$ cat src/hdl/hsl2rgb_pkg.sv
// Package for the HSL to RGB converter: field widths, hue constants and
// the small divide-by-255 helper used by the lightness and saturation scaling.
// Depends on nothing; every other file of the block imports it.
`default_nettype none

package hsl2rgb_pkg;

    // Field widths of the input and result transfers.
    localparam int HUE_W   = 13;
    localparam int SAT_W   = 8;
    localparam int LIG_W   = 8;
    localparam int COLOR_W = 8;

    // Default number of fraction bits of the internal fixed-point values.
    localparam int FRACTION_BITS_DEFAULT = 16;

    // Hue units are 1/16 degree: 60 degrees and 120 degrees.
    localparam int HUE_SECTOR = 960;
    localparam int HUE_PAIR   = 1920;

    // Exact floor(y / 255) for y below 65025.
    function automatic logic [7:0] div255(input logic [15:0] y);
        logic [16:0] sum;
        sum = {1'b0, y} + 17'd1 + 17'(y >> 8);
        return sum[15:8];
    endfunction

endpackage

`default_nettype wire

$ cat src/hdl/hsl2rgb_in_if.sv
// Input channel of the HSL to RGB converter: valid/ready plus one HSL triple.
// Depends on hsl2rgb_pkg for the field widths.
`default_nettype none

interface hsl2rgb_in_if
    import hsl2rgb_pkg::*;
();
    logic               valid;
    logic               ready;
    logic [HUE_W-1:0]   hue;
    logic [SAT_W-1:0]   saturation;
    logic [LIG_W-1:0]   lightness;

    modport source (output valid, output hue, output saturation, output lightness,
                    input ready);
    modport sink   (input valid, input hue, input saturation, input lightness,
                    output ready);
endinterface

`default_nettype wire

$ cat src/hdl/hsl2rgb_out_if.sv
// Output channel of the HSL to RGB converter: valid/ready plus one RGB triple.
// Depends on hsl2rgb_pkg for the field widths.
`default_nettype none

interface hsl2rgb_out_if
    import hsl2rgb_pkg::*;
();
    logic               valid;
    logic               ready;
    logic [COLOR_W-1:0] red;
    logic [COLOR_W-1:0] green;
    logic [COLOR_W-1:0] blue;

    modport source (output valid, output red, output green, output blue, input ready);
    modport sink   (input valid, input red, input green, input blue, output ready);
endinterface

`default_nettype wire

$ cat src/hdl/hsl_to_rgb_converter_top.sv
// HSL to RGB converter: a nine-stage pipeline from one HSL triple to 8-bit RGB.
// Depends on hsl2rgb_pkg, hsl2rgb_in_if and hsl2rgb_out_if.
//
// Usage:
//   hsl_in carries hue (1/16 degree units), saturation and lightness (x/255).
//   rgb_out carries red, green and blue. A transfer happens on a rising clock
//   edge where valid and ready are both high; each input transfer yields
//   exactly one output transfer, in order.
// Stages, one per step and in order: two steps of the scaling by 1/255,
//   1-|2L-1|, chroma multiply, X multiply, two steps of the divide by 960,
//   channel add, output scale and clamp.
// Throughput: one triple per clock unless stalled; every stage holds one triple.
// Reset: rst_n low empties the pipeline at once; no results are pending after it.
// Stall: when the receiver holds ready low, the last stage keeps its result and
//   upstream stages keep filling any empty stages, so bubbles close up; hsl_in.ready
//   drops only when all nine stages hold a triple.
`default_nettype none

module hsl_to_rgb_converter_top
    import hsl2rgb_pkg::*;
#(
    parameter int FRACTION_BITS = FRACTION_BITS_DEFAULT
)(
    input  wire logic          clk,
    input  wire logic          rst_n,
    hsl2rgb_in_if.sink         hsl_in,
    hsl2rgb_out_if.source      rgb_out
);

    localparam int F      = FRACTION_BITS;
    localparam int FW     = F + 1;            // holds 0 .. 1.0
    localparam int WW     = 10;               // holds 0 .. 960
    localparam int XPW    = FW + WW;          // chroma times hue weight
    localparam int YW     = XPW - 6;          // that product divided by 64
    localparam int K      = YW + 4;           // reciprocal shift for divide by 15
    localparam int RW     = YW + 1;           // holds the scaled reciprocal of 15
    localparam int NSTAGE = 9;

    localparam int unsigned DIV_A = (32'd1 << F) / 255;
    localparam int unsigned DIV_B = (32'd1 << F) % 255;
    localparam longint unsigned RECIP15 = (64'd1 << K) / 15;

    localparam logic [FW:0]   ONE_X = (FW+1)'(1) << F;
    localparam logic [FW:0]   TWO_X = (FW+1)'(1) << (F + 1);
    localparam logic [RW-1:0] RECIP = RW'(RECIP15);

    // Hue sector; the names give the colors at its two ends.
    typedef enum logic [2:0] {
        SEC_R_Y = 3'd0,
        SEC_Y_G = 3'd1,
        SEC_G_C = 3'd2,
        SEC_C_B = 3'd3,
        SEC_B_M = 3'd4,
        SEC_M_R = 3'd5
    } sector_t;

    // Stage handshake: a stage loads when it is empty or its contents move on.
    logic [NSTAGE-1:0] valid_reg;
    logic [NSTAGE-1:0] load;

    always_comb
    begin
        load[NSTAGE-1] = ~valid_reg[NSTAGE-1] | rgb_out.ready;
        for (int i = NSTAGE - 2; i >= 0; i--)
        begin
            load[i] = ~valid_reg[i] | load[i+1];
        end
    end

    assign hsl_in.ready  = load[0];
    assign rgb_out.valid = valid_reg[NSTAGE-1];

    always_ff @(posedge clk or negedge rst_n)
    begin
        if (!rst_n)
        begin
            valid_reg <= '0;
        end
        else
        begin
            if (load[0])
            begin
                valid_reg[0] <= hsl_in.valid;
            end
            for (int i = 1; i < NSTAGE; i++)
            begin
                if (load[i])
                begin
                    valid_reg[i] <= valid_reg[i-1];
                end
            end
        end
    end

    // Stage 1: split x*2^F/255 into x*a + x*b/255, and decode the hue.
    logic [FW-1:0]    sa_next, la_next;
    logic [15:0]      sb_next, lb_next;
    sector_t          sec_next;
    logic [10:0]      k_next;
    logic [WW-1:0]    w_next;

    assign sa_next = FW'(hsl_in.saturation * DIV_A);
    assign la_next = FW'(hsl_in.lightness * DIV_A);
    assign sb_next = 16'(hsl_in.saturation * DIV_B);
    assign lb_next = 16'(hsl_in.lightness * DIV_B);

    always_comb
    begin
        if (hsl_in.hue >= HUE_W'(5 * HUE_SECTOR))
        begin
            sec_next = SEC_M_R;
        end
        else if (hsl_in.hue >= HUE_W'(4 * HUE_SECTOR))
        begin
            sec_next = SEC_B_M;
        end
        else if (hsl_in.hue >= HUE_W'(3 * HUE_SECTOR))
        begin
            sec_next = SEC_C_B;
        end
        else if (hsl_in.hue >= HUE_W'(2 * HUE_SECTOR))
        begin
            sec_next = SEC_G_C;
        end
        else if (hsl_in.hue >= HUE_W'(HUE_SECTOR))
        begin
            sec_next = SEC_Y_G;
        end
        else
        begin
            sec_next = SEC_R_Y;
        end

        // Hue modulo 120 degrees, valid over the whole 13-bit range.
        if (hsl_in.hue >= HUE_W'(4 * HUE_PAIR))
        begin
            k_next = 11'(hsl_in.hue - HUE_W'(4 * HUE_PAIR));
        end
        else if (hsl_in.hue >= HUE_W'(3 * HUE_PAIR))
        begin
            k_next = 11'(hsl_in.hue - HUE_W'(3 * HUE_PAIR));
        end
        else if (hsl_in.hue >= HUE_W'(2 * HUE_PAIR))
        begin
            k_next = 11'(hsl_in.hue - HUE_W'(2 * HUE_PAIR));
        end
        else if (hsl_in.hue >= HUE_W'(HUE_PAIR))
        begin
            k_next = 11'(hsl_in.hue - HUE_W'(HUE_PAIR));
        end
        else
        begin
            k_next = 11'(hsl_in.hue);
        end

        // Weight of X: 960 - |k - 960|.
        if (k_next >= 11'(HUE_SECTOR))
        begin
            w_next = WW'(11'(HUE_PAIR) - k_next);
        end
        else
        begin
            w_next = WW'(k_next);
        end
    end

    logic [FW-1:0]    s1_sa_reg, s1_la_reg;
    logic [15:0]      s1_sb_reg, s1_lb_reg;
    sector_t          s1_sec_reg;
    logic [WW-1:0]    s1_w_reg;

    // Stage 2: finish the scaling of saturation and lightness.
    logic [FW-1:0]    s_next, l_next;

    assign s_next = s1_sa_reg + FW'(div255(s1_sb_reg));
    assign l_next = s1_la_reg + FW'(div255(s1_lb_reg));

    logic [FW-1:0]    s2_s_reg, s2_l_reg;
    sector_t          s2_sec_reg;
    logic [WW-1:0]    s2_w_reg;

    // Stage 3: 1 - |2L - 1|.
    logic [FW:0]      twol;
    logic [FW-1:0]    omt_next;

    assign twol     = {s2_l_reg, 1'b0};
    assign omt_next = (twol <= ONE_X) ? FW'(twol) : FW'(TWO_X - twol);

    logic [FW-1:0]    s3_omt_reg, s3_s_reg, s3_l_reg;
    sector_t          s3_sec_reg;
    logic [WW-1:0]    s3_w_reg;

    // Stage 4: chroma C = (1 - |2L - 1|) * S.
    logic [2*FW-1:0]  cprod;
    logic [FW-1:0]    c_next;

    assign cprod  = (2*FW)'(s3_omt_reg) * (2*FW)'(s3_s_reg);
    assign c_next = FW'(cprod >> F);

    logic [FW-1:0]    s4_c_reg, s4_l_reg;
    sector_t          s4_sec_reg;
    logic [WW-1:0]    s4_w_reg;

    // Stage 5: C times the hue weight, and the offset m = L - C/2.
    logic [XPW-1:0]   xp_next;
    logic [FW-1:0]    half;
    logic [FW-1:0]    m_next;

    assign xp_next = XPW'(s4_c_reg) * XPW'(s4_w_reg);
    assign half    = s4_c_reg >> 1;
    assign m_next  = (s4_l_reg >= half) ? (s4_l_reg - half) : '0;

    logic [XPW-1:0]   s5_xp_reg;
    logic [FW-1:0]    s5_c_reg, s5_m_reg;
    sector_t          s5_sec_reg;

    // Stage 6: divide by 960 as a shift by 6 and a reciprocal multiply by 1/15.
    logic [YW-1:0]    y_next;
    logic [YW+RW-1:0] qprod_next;

    assign y_next     = YW'(s5_xp_reg >> 6);
    assign qprod_next = (YW+RW)'(y_next) * (YW+RW)'(RECIP);

    logic [YW+RW-1:0] s6_qprod_reg;
    logic [YW-1:0]    s6_y_reg;
    logic [FW-1:0]    s6_c_reg, s6_m_reg;
    sector_t          s6_sec_reg;

    // Stage 7: the estimate is low by at most one; correct it from the remainder.
    logic [YW-1:0]    q0;
    logic [YW-1:0]    rem;
    logic [FW-1:0]    x_next;

    assign q0     = YW'(s6_qprod_reg >> K);
    assign rem    = s6_y_reg - ((q0 << 4) - q0);
    assign x_next = (rem >= YW'(15)) ? FW'(q0 + YW'(1)) : FW'(q0);

    logic [FW-1:0]    s7_x_reg, s7_c_reg, s7_m_reg;
    sector_t          s7_sec_reg;

    // Stage 8: place C, X and 0 by sector and add the offset.
    logic [FW-1:0]    r_ch, g_ch, b_ch;
    logic [FW:0]      vr_next, vg_next, vb_next;

    always_comb
    begin
        unique case (s7_sec_reg)
            SEC_R_Y:
            begin
                r_ch = s7_c_reg; g_ch = s7_x_reg; b_ch = '0;
            end
            SEC_Y_G:
            begin
                r_ch = s7_x_reg; g_ch = s7_c_reg; b_ch = '0;
            end
            SEC_G_C:
            begin
                r_ch = '0;       g_ch = s7_c_reg; b_ch = s7_x_reg;
            end
            SEC_C_B:
            begin
                r_ch = '0;       g_ch = s7_x_reg; b_ch = s7_c_reg;
            end
            SEC_B_M:
            begin
                r_ch = s7_x_reg; g_ch = '0;       b_ch = s7_c_reg;
            end
            default:
            begin
                r_ch = s7_c_reg; g_ch = '0;       b_ch = s7_x_reg;
            end
        endcase
    end

    assign vr_next = (FW+1)'(r_ch) + (FW+1)'(s7_m_reg);
    assign vg_next = (FW+1)'(g_ch) + (FW+1)'(s7_m_reg);
    assign vb_next = (FW+1)'(b_ch) + (FW+1)'(s7_m_reg);

    logic [FW:0]      s8_vr_reg, s8_vg_reg, s8_vb_reg;

    // Stage 9: scale by 255, drop the fraction and clamp at 255.
    function automatic logic [COLOR_W-1:0] scale_out(input logic [FW:0] v);
        logic [FW+8:0] scaled;
        logic [FW+8:0] whole;
        scaled = {v, 8'b0} - (FW+9)'(v);
        whole  = scaled >> F;
        return (whole > (FW+9)'(255)) ? COLOR_W'(255) : COLOR_W'(whole);
    endfunction

    logic [COLOR_W-1:0] red_next, green_next, blue_next;

    assign red_next   = scale_out(s8_vr_reg);
    assign green_next = scale_out(s8_vg_reg);
    assign blue_next  = scale_out(s8_vb_reg);

    logic [COLOR_W-1:0] red_reg, green_reg, blue_reg;

    assign rgb_out.red   = red_reg;
    assign rgb_out.green = green_reg;
    assign rgb_out.blue  = blue_reg;

    // Payload registers of all stages; each stage moves with its load enable.
    always_ff @(posedge clk)
    begin
        if (load[0])
        begin
            s1_sa_reg  <= sa_next;
            s1_la_reg  <= la_next;
            s1_sb_reg  <= sb_next;
            s1_lb_reg  <= lb_next;
            s1_sec_reg <= sec_next;
            s1_w_reg   <= w_next;
        end
        if (load[1])
        begin
            s2_s_reg   <= s_next;
            s2_l_reg   <= l_next;
            s2_sec_reg <= s1_sec_reg;
            s2_w_reg   <= s1_w_reg;
        end
        if (load[2])
        begin
            s3_omt_reg <= omt_next;
            s3_s_reg   <= s2_s_reg;
            s3_l_reg   <= s2_l_reg;
            s3_sec_reg <= s2_sec_reg;
            s3_w_reg   <= s2_w_reg;
        end
        if (load[3])
        begin
            s4_c_reg   <= c_next;
            s4_l_reg   <= s3_l_reg;
            s4_sec_reg <= s3_sec_reg;
            s4_w_reg   <= s3_w_reg;
        end
        if (load[4])
        begin
            s5_xp_reg  <= xp_next;
            s5_c_reg   <= s4_c_reg;
            s5_m_reg   <= m_next;
            s5_sec_reg <= s4_sec_reg;
        end
        if (load[5])
        begin
            s6_qprod_reg <= qprod_next;
            s6_y_reg     <= y_next;
            s6_c_reg     <= s5_c_reg;
            s6_m_reg     <= s5_m_reg;
            s6_sec_reg   <= s5_sec_reg;
        end
        if (load[6])
        begin
            s7_x_reg   <= x_next;
            s7_c_reg   <= s6_c_reg;
            s7_m_reg   <= s6_m_reg;
            s7_sec_reg <= s6_sec_reg;
        end
        if (load[7])
        begin
            s8_vr_reg <= vr_next;
            s8_vg_reg <= vg_next;
            s8_vb_reg <= vb_next;
        end
        if (load[8])
        begin
            red_reg   <= red_next;
            green_reg <= green_next;
            blue_reg  <= blue_next;
        end
    end

endmodule

`default_nettype wire
$ cat src/flat_wrapper.sv
// flat-port wrapper written by rule: the top's interface ports become plain ports
module hsl_to_rgb_converter_top_flat import hsl2rgb_pkg::*;
#(
    parameter int FRACTION_BITS = FRACTION_BITS_DEFAULT
)
  (clk, rst_n, hsl_in_valid, hsl_in_hue, hsl_in_saturation, hsl_in_lightness, hsl_in_ready, rgb_out_valid, rgb_out_red, rgb_out_green, rgb_out_blue, rgb_out_ready);
  hsl2rgb_in_if hsl_in_i ();
  hsl2rgb_out_if rgb_out_i ();
  input  wire logic clk;
  input  wire logic rst_n;
  input wire logic [$bits(hsl_in_i.valid)-1:0] hsl_in_valid;
  input wire logic [$bits(hsl_in_i.hue)-1:0] hsl_in_hue;
  input wire logic [$bits(hsl_in_i.saturation)-1:0] hsl_in_saturation;
  input wire logic [$bits(hsl_in_i.lightness)-1:0] hsl_in_lightness;
  output wire logic [$bits(hsl_in_i.ready)-1:0] hsl_in_ready;
  output wire logic [$bits(rgb_out_i.valid)-1:0] rgb_out_valid;
  output wire logic [$bits(rgb_out_i.red)-1:0] rgb_out_red;
  output wire logic [$bits(rgb_out_i.green)-1:0] rgb_out_green;
  output wire logic [$bits(rgb_out_i.blue)-1:0] rgb_out_blue;
  input wire logic [$bits(rgb_out_i.ready)-1:0] rgb_out_ready;
  assign hsl_in_i.valid = hsl_in_valid;
  assign hsl_in_i.hue = hsl_in_hue;
  assign hsl_in_i.saturation = hsl_in_saturation;
  assign hsl_in_i.lightness = hsl_in_lightness;
  assign hsl_in_ready = hsl_in_i.ready;
  assign rgb_out_valid = rgb_out_i.valid;
  assign rgb_out_red = rgb_out_i.red;
  assign rgb_out_green = rgb_out_i.green;
  assign rgb_out_blue = rgb_out_i.blue;
  assign rgb_out_i.ready = rgb_out_ready;
  hsl_to_rgb_converter_top #(.FRACTION_BITS(FRACTION_BITS)) u_core (.clk(clk), .rst_n(rst_n), .hsl_in(hsl_in_i), .rgb_out(rgb_out_i));
endmodule
$ cat config.mk
export PLATFORM = sky130hd
export DESIGN_NAME = hsl_to_rgb_converter_top_flat
export DESIGN_NICKNAME = d
export VERILOG_FILES = /design/src/hdl/hsl2rgb_pkg.sv /design/src/hdl/hsl2rgb_in_if.sv /design/src/hdl/hsl2rgb_out_if.sv /design/src/hdl/hsl_to_rgb_converter_top.sv /design/src/flat_wrapper.sv
export SDC_FILE = /design/constraint.sdc
export NUM_CORES = 2
export LEC_CHECK = 0
export BUFFER_PORTS_ARGS = -buffer_cell sky130_fd_sc_hd__buf_2
export CORE_MARGIN = 2
export CORE_UTILIZATION = 53
export CTS_BUF_LIST = sky130_fd_sc_hd__clkbuf_16
export CTS_CLUSTER_DIAMETER = 50
export DETAILED_ROUTE_END_ITERATION = 10
export GPL_TIMING_DRIVEN = 0
export PLACE_DENSITY = 0.7
export SYNTH_ARGS = -nofsm -noshare
export SYNTH_HDL_FRONTEND = slang
export SYNTH_SLANG_ARGS = --single-unit
$ cat constraint.sdc
create_clock -name clk -period 7.6 [get_ports clk]
set_clock_uncertainty 0.2 [all_clocks]
set_input_delay 0 -clock clk [delete_from_list [all_inputs] [get_ports clk]]
set_output_delay 0 -clock clk [all_outputs]
set_load 0.005 [all_outputs]
==> results.json <==
{
  "status": "finished clean",
  "start_util": 0.535,
  "drcViolationCount": 0,
  "grt_remaining_overflow": 0,
  "clk_pin_slew_ns": 0.06,
  "ys_warn_count": 0,
  "syn_area_mm2": 0.0390,
  "register_area_mm2": 0.0138,
  "routed_via_density": 5.38,
  "clock-root-buffer": "clkbuf_16",
  "multi_input_area_mm2": 0.0226,
  "max_slew_margin": 0.342,
  "fill_cells": 6002,
  "cpMostUsedCell": "fa_1",
  "worst_pin_slew_ns": 0.986,
  "syn_avg_cell_area_um2": 11.0,
  "synth_top_area_share": 0.347,
  "synth_edf_count": 451,
  "synth_area_leaders": "edfxtp_1 (35%), fa_1 (20%), ha_1 (14%), inv_1 (6.1%), nand2_1 (3.4%)",
  "clock_sinks": 460,
  "grt_first_pass_wirelength_um": 138000,
  "area_growth_pct": 10.9,
  "fp.coreArea_mm2": 0.0728,
  "diodes": 0,
  "fmaxAchievable_mhz": 138,
  "crit_path_max_incr_delay_ns": 0.55,
  "grt_use_total": 0.234,
  "async_flop_share": 0.0196,
  "fin_crit_ns": 7.23,
  "hp-class": "in2reg",
  "ys_seq_area_frac": 0.353,
  "cp_num_buf_inv": 6,
  "num_vias": 25600,
  "worstPathRequired_ns": 7.73,
  "dr.pass1.iters": 5,
  "ys_ff_latch": 460,
  "first_iter_violations": 1719,
  "end_kind": "flop",
  "gp_congestion": 0.920,
  "cts_tree": "done",
  "synth_top_flop_cell": "edfxtp_1",
  "critPathKind": "reg2reg",
  "dieArea_mm2": 0.0757,
  "die_w_um": 275,
  "crit_chain": "buf_2 > nand2_1 > fa_1 > inv_1 > fa_1 > inv_1 > fa_1 > inv_1 > fa_1 > fa_1 > inv_1 > fa_1 > inv_1 > ha_1 > and3_1 > nand3_2 > a31oi_4 > a41o_1 > a41o_1 > a41oi_4 > a2111oi_4 > o21ai_0 > a21oi_1 > a31oi_1",
  "drv_slew": 0,
  "ys_types": 78,
  "wl_per_cell_um": 18.0,
  "cp-start-kind": "flop",
  "dp_hpwl_um": 68100,
  "setup_violations": 0,
  "cts-htree-levels": 2,
  "period_share": 0.951,
  "insertion_delay_ns": 0.61,
  "antenna_found_initial": 1,
  "cp_slowest_cell": "fa_1",
  "ant_nets": 0,
  "cap_violations": 0,
  "path_delay_family": "adder cells",
  "drive_gt1_frac": 0.0632,
  "num_rows": 99,
  "dieHeight_um": 275,
  "io_pins": 59,
  "first_global_vias": 26000,
  "worstPathArrival_ns": 7.36,
  "grt_max_degree": 77,
  "finalWirelength_um": 85900,
  "cts_buffers": 53,
  "hold_slack_ns": 0.0568,
  "syn-num-nets": 4427,
  "yosysTopAreaCell": "edfxtp_1",
  "synth_commonest_cells": "inv_1 (637), edfxtp_1 (451), ha_1 (447)",
  "cts_max_path_buffers": 3,
  "yosysMostFrequentCell": "inv_1",
  "critPathMaxFanout": 10,
  "hold_viol": 0,
  "fin_nets": 4626,
  "port_buffers": 58,
  "synth_cells": 3558
}
per-layer routing:
metal  part of all wire  wire, µm  vias to the layer above  track usage
met5            0.00015        13                        -            0
met4              0.027      2350                        2       0.0693
met3              0.060      5150                      150       0.0365
met2               0.46     39500                      731        0.375
met1               0.45     38900                    12500        0.333
li1                   -         -                    12200            -
timing repair:
| item | CTS | global route |
|---|---|---|
| endpoints found under the hold margin | 47 | 0 |
| pin swaps | 0 | 3 |
| buffers inserted | 2 | 23 |
| hold buffers | 56 | 0 |
| resized for setup | 22 | 39 |
| endpoints found under the setup margin | 5 | 4 |
cells by family after synthesis:
logic type / after synthesis / share of synthesized area
AO/OA/AOI/OAI: 429 / 0.0761
buffers and inverters: 714 / 0.0690
flip-flops: 460 / 0.353
adder cells (fa/ha/maj): 836 / 0.343
AND/OR/NAND/NOR: 942 / 0.118
XOR/XNOR: 171 / 0.0388
multiplexers: 6 / 0.00160
metrics by stage:
stage | setup TNS [ns] | cells | util | instance area, µm² | setup slack, ns
finish | 0 | 4758 | 0.593 | 43200 | 0.373
global route | -0.00468 | 4758 | 0.593 | 43200 | -0.00468
CTS | 0 | 4735 | 0.590 | 43000 | 0.00375
detailed placement | -1.26 | 4580 | 0.557 | 40600 | -0.561
global placement | -0.968 | 4575 | 0.556 | 40500 | -0.473
floorplan | 0 | 3558 | - | 39000 | 0.870
cell type report:
type	instances	share of cell area
Multi-Input combinational cell	2384	0.523
Sequential cell	460	0.319
Inverter	638	0.0555
Clock buffer	53	0.0307
Tap cell	959	0.0278
Timing Repair Buffer	144	0.0263
Clock inverter	44	0.00993
Buffer	76	0.00790
placed cells by master, fill, tap and decap left out, types with 27 or more instances in the layout:
cell	Yosys	layout
a21o_1	55	55
and2_1	208	208
xor2_1	42	42
and3_1	30	30
a21oi_1	108	107
buf_2	2	62
nor2_1	130	130
dlygate4sd3_1	0	56
fa_1	389	389
clkbuf_1	73	44
ha_1	447	447
nand3_1	56	53
xnor2_1	128	128
edfxtp_1	451	451
nand2b_1	27	27
o21ai_0	62	61
nor3_1	50	50
nand2_1	355	352
clkbuf_16	0	53
inv_1	637	640
a22o_1	53	53
final timing paths:
kind                                      from             endpoint  slack [ns]  cells after the start
max                        u_core.s3_s_reg[10]  u_core.s4_c_reg[16]        0.37                     24
min                              hsl_in_hue[0]   u_core.s1_w_reg[0]        0.06                      2
min reg2reg                 u_core.s3_l_reg[1]   u_core.s4_l_reg[1]        0.21                      0
max reg2reg                u_core.s3_s_reg[10]  u_core.s4_c_reg[16]        0.37                     24
max in group asynchronous                rst_n  u_core.valid_reg[2]        6.55                      3
min in group asynchronous                rst_n  u_core.valid_reg[8]        0.27                      3
Power is left out: the tool's default activity adds up to more than one toggle a clock period on the data nets, which glitch-free logic cannot reach.
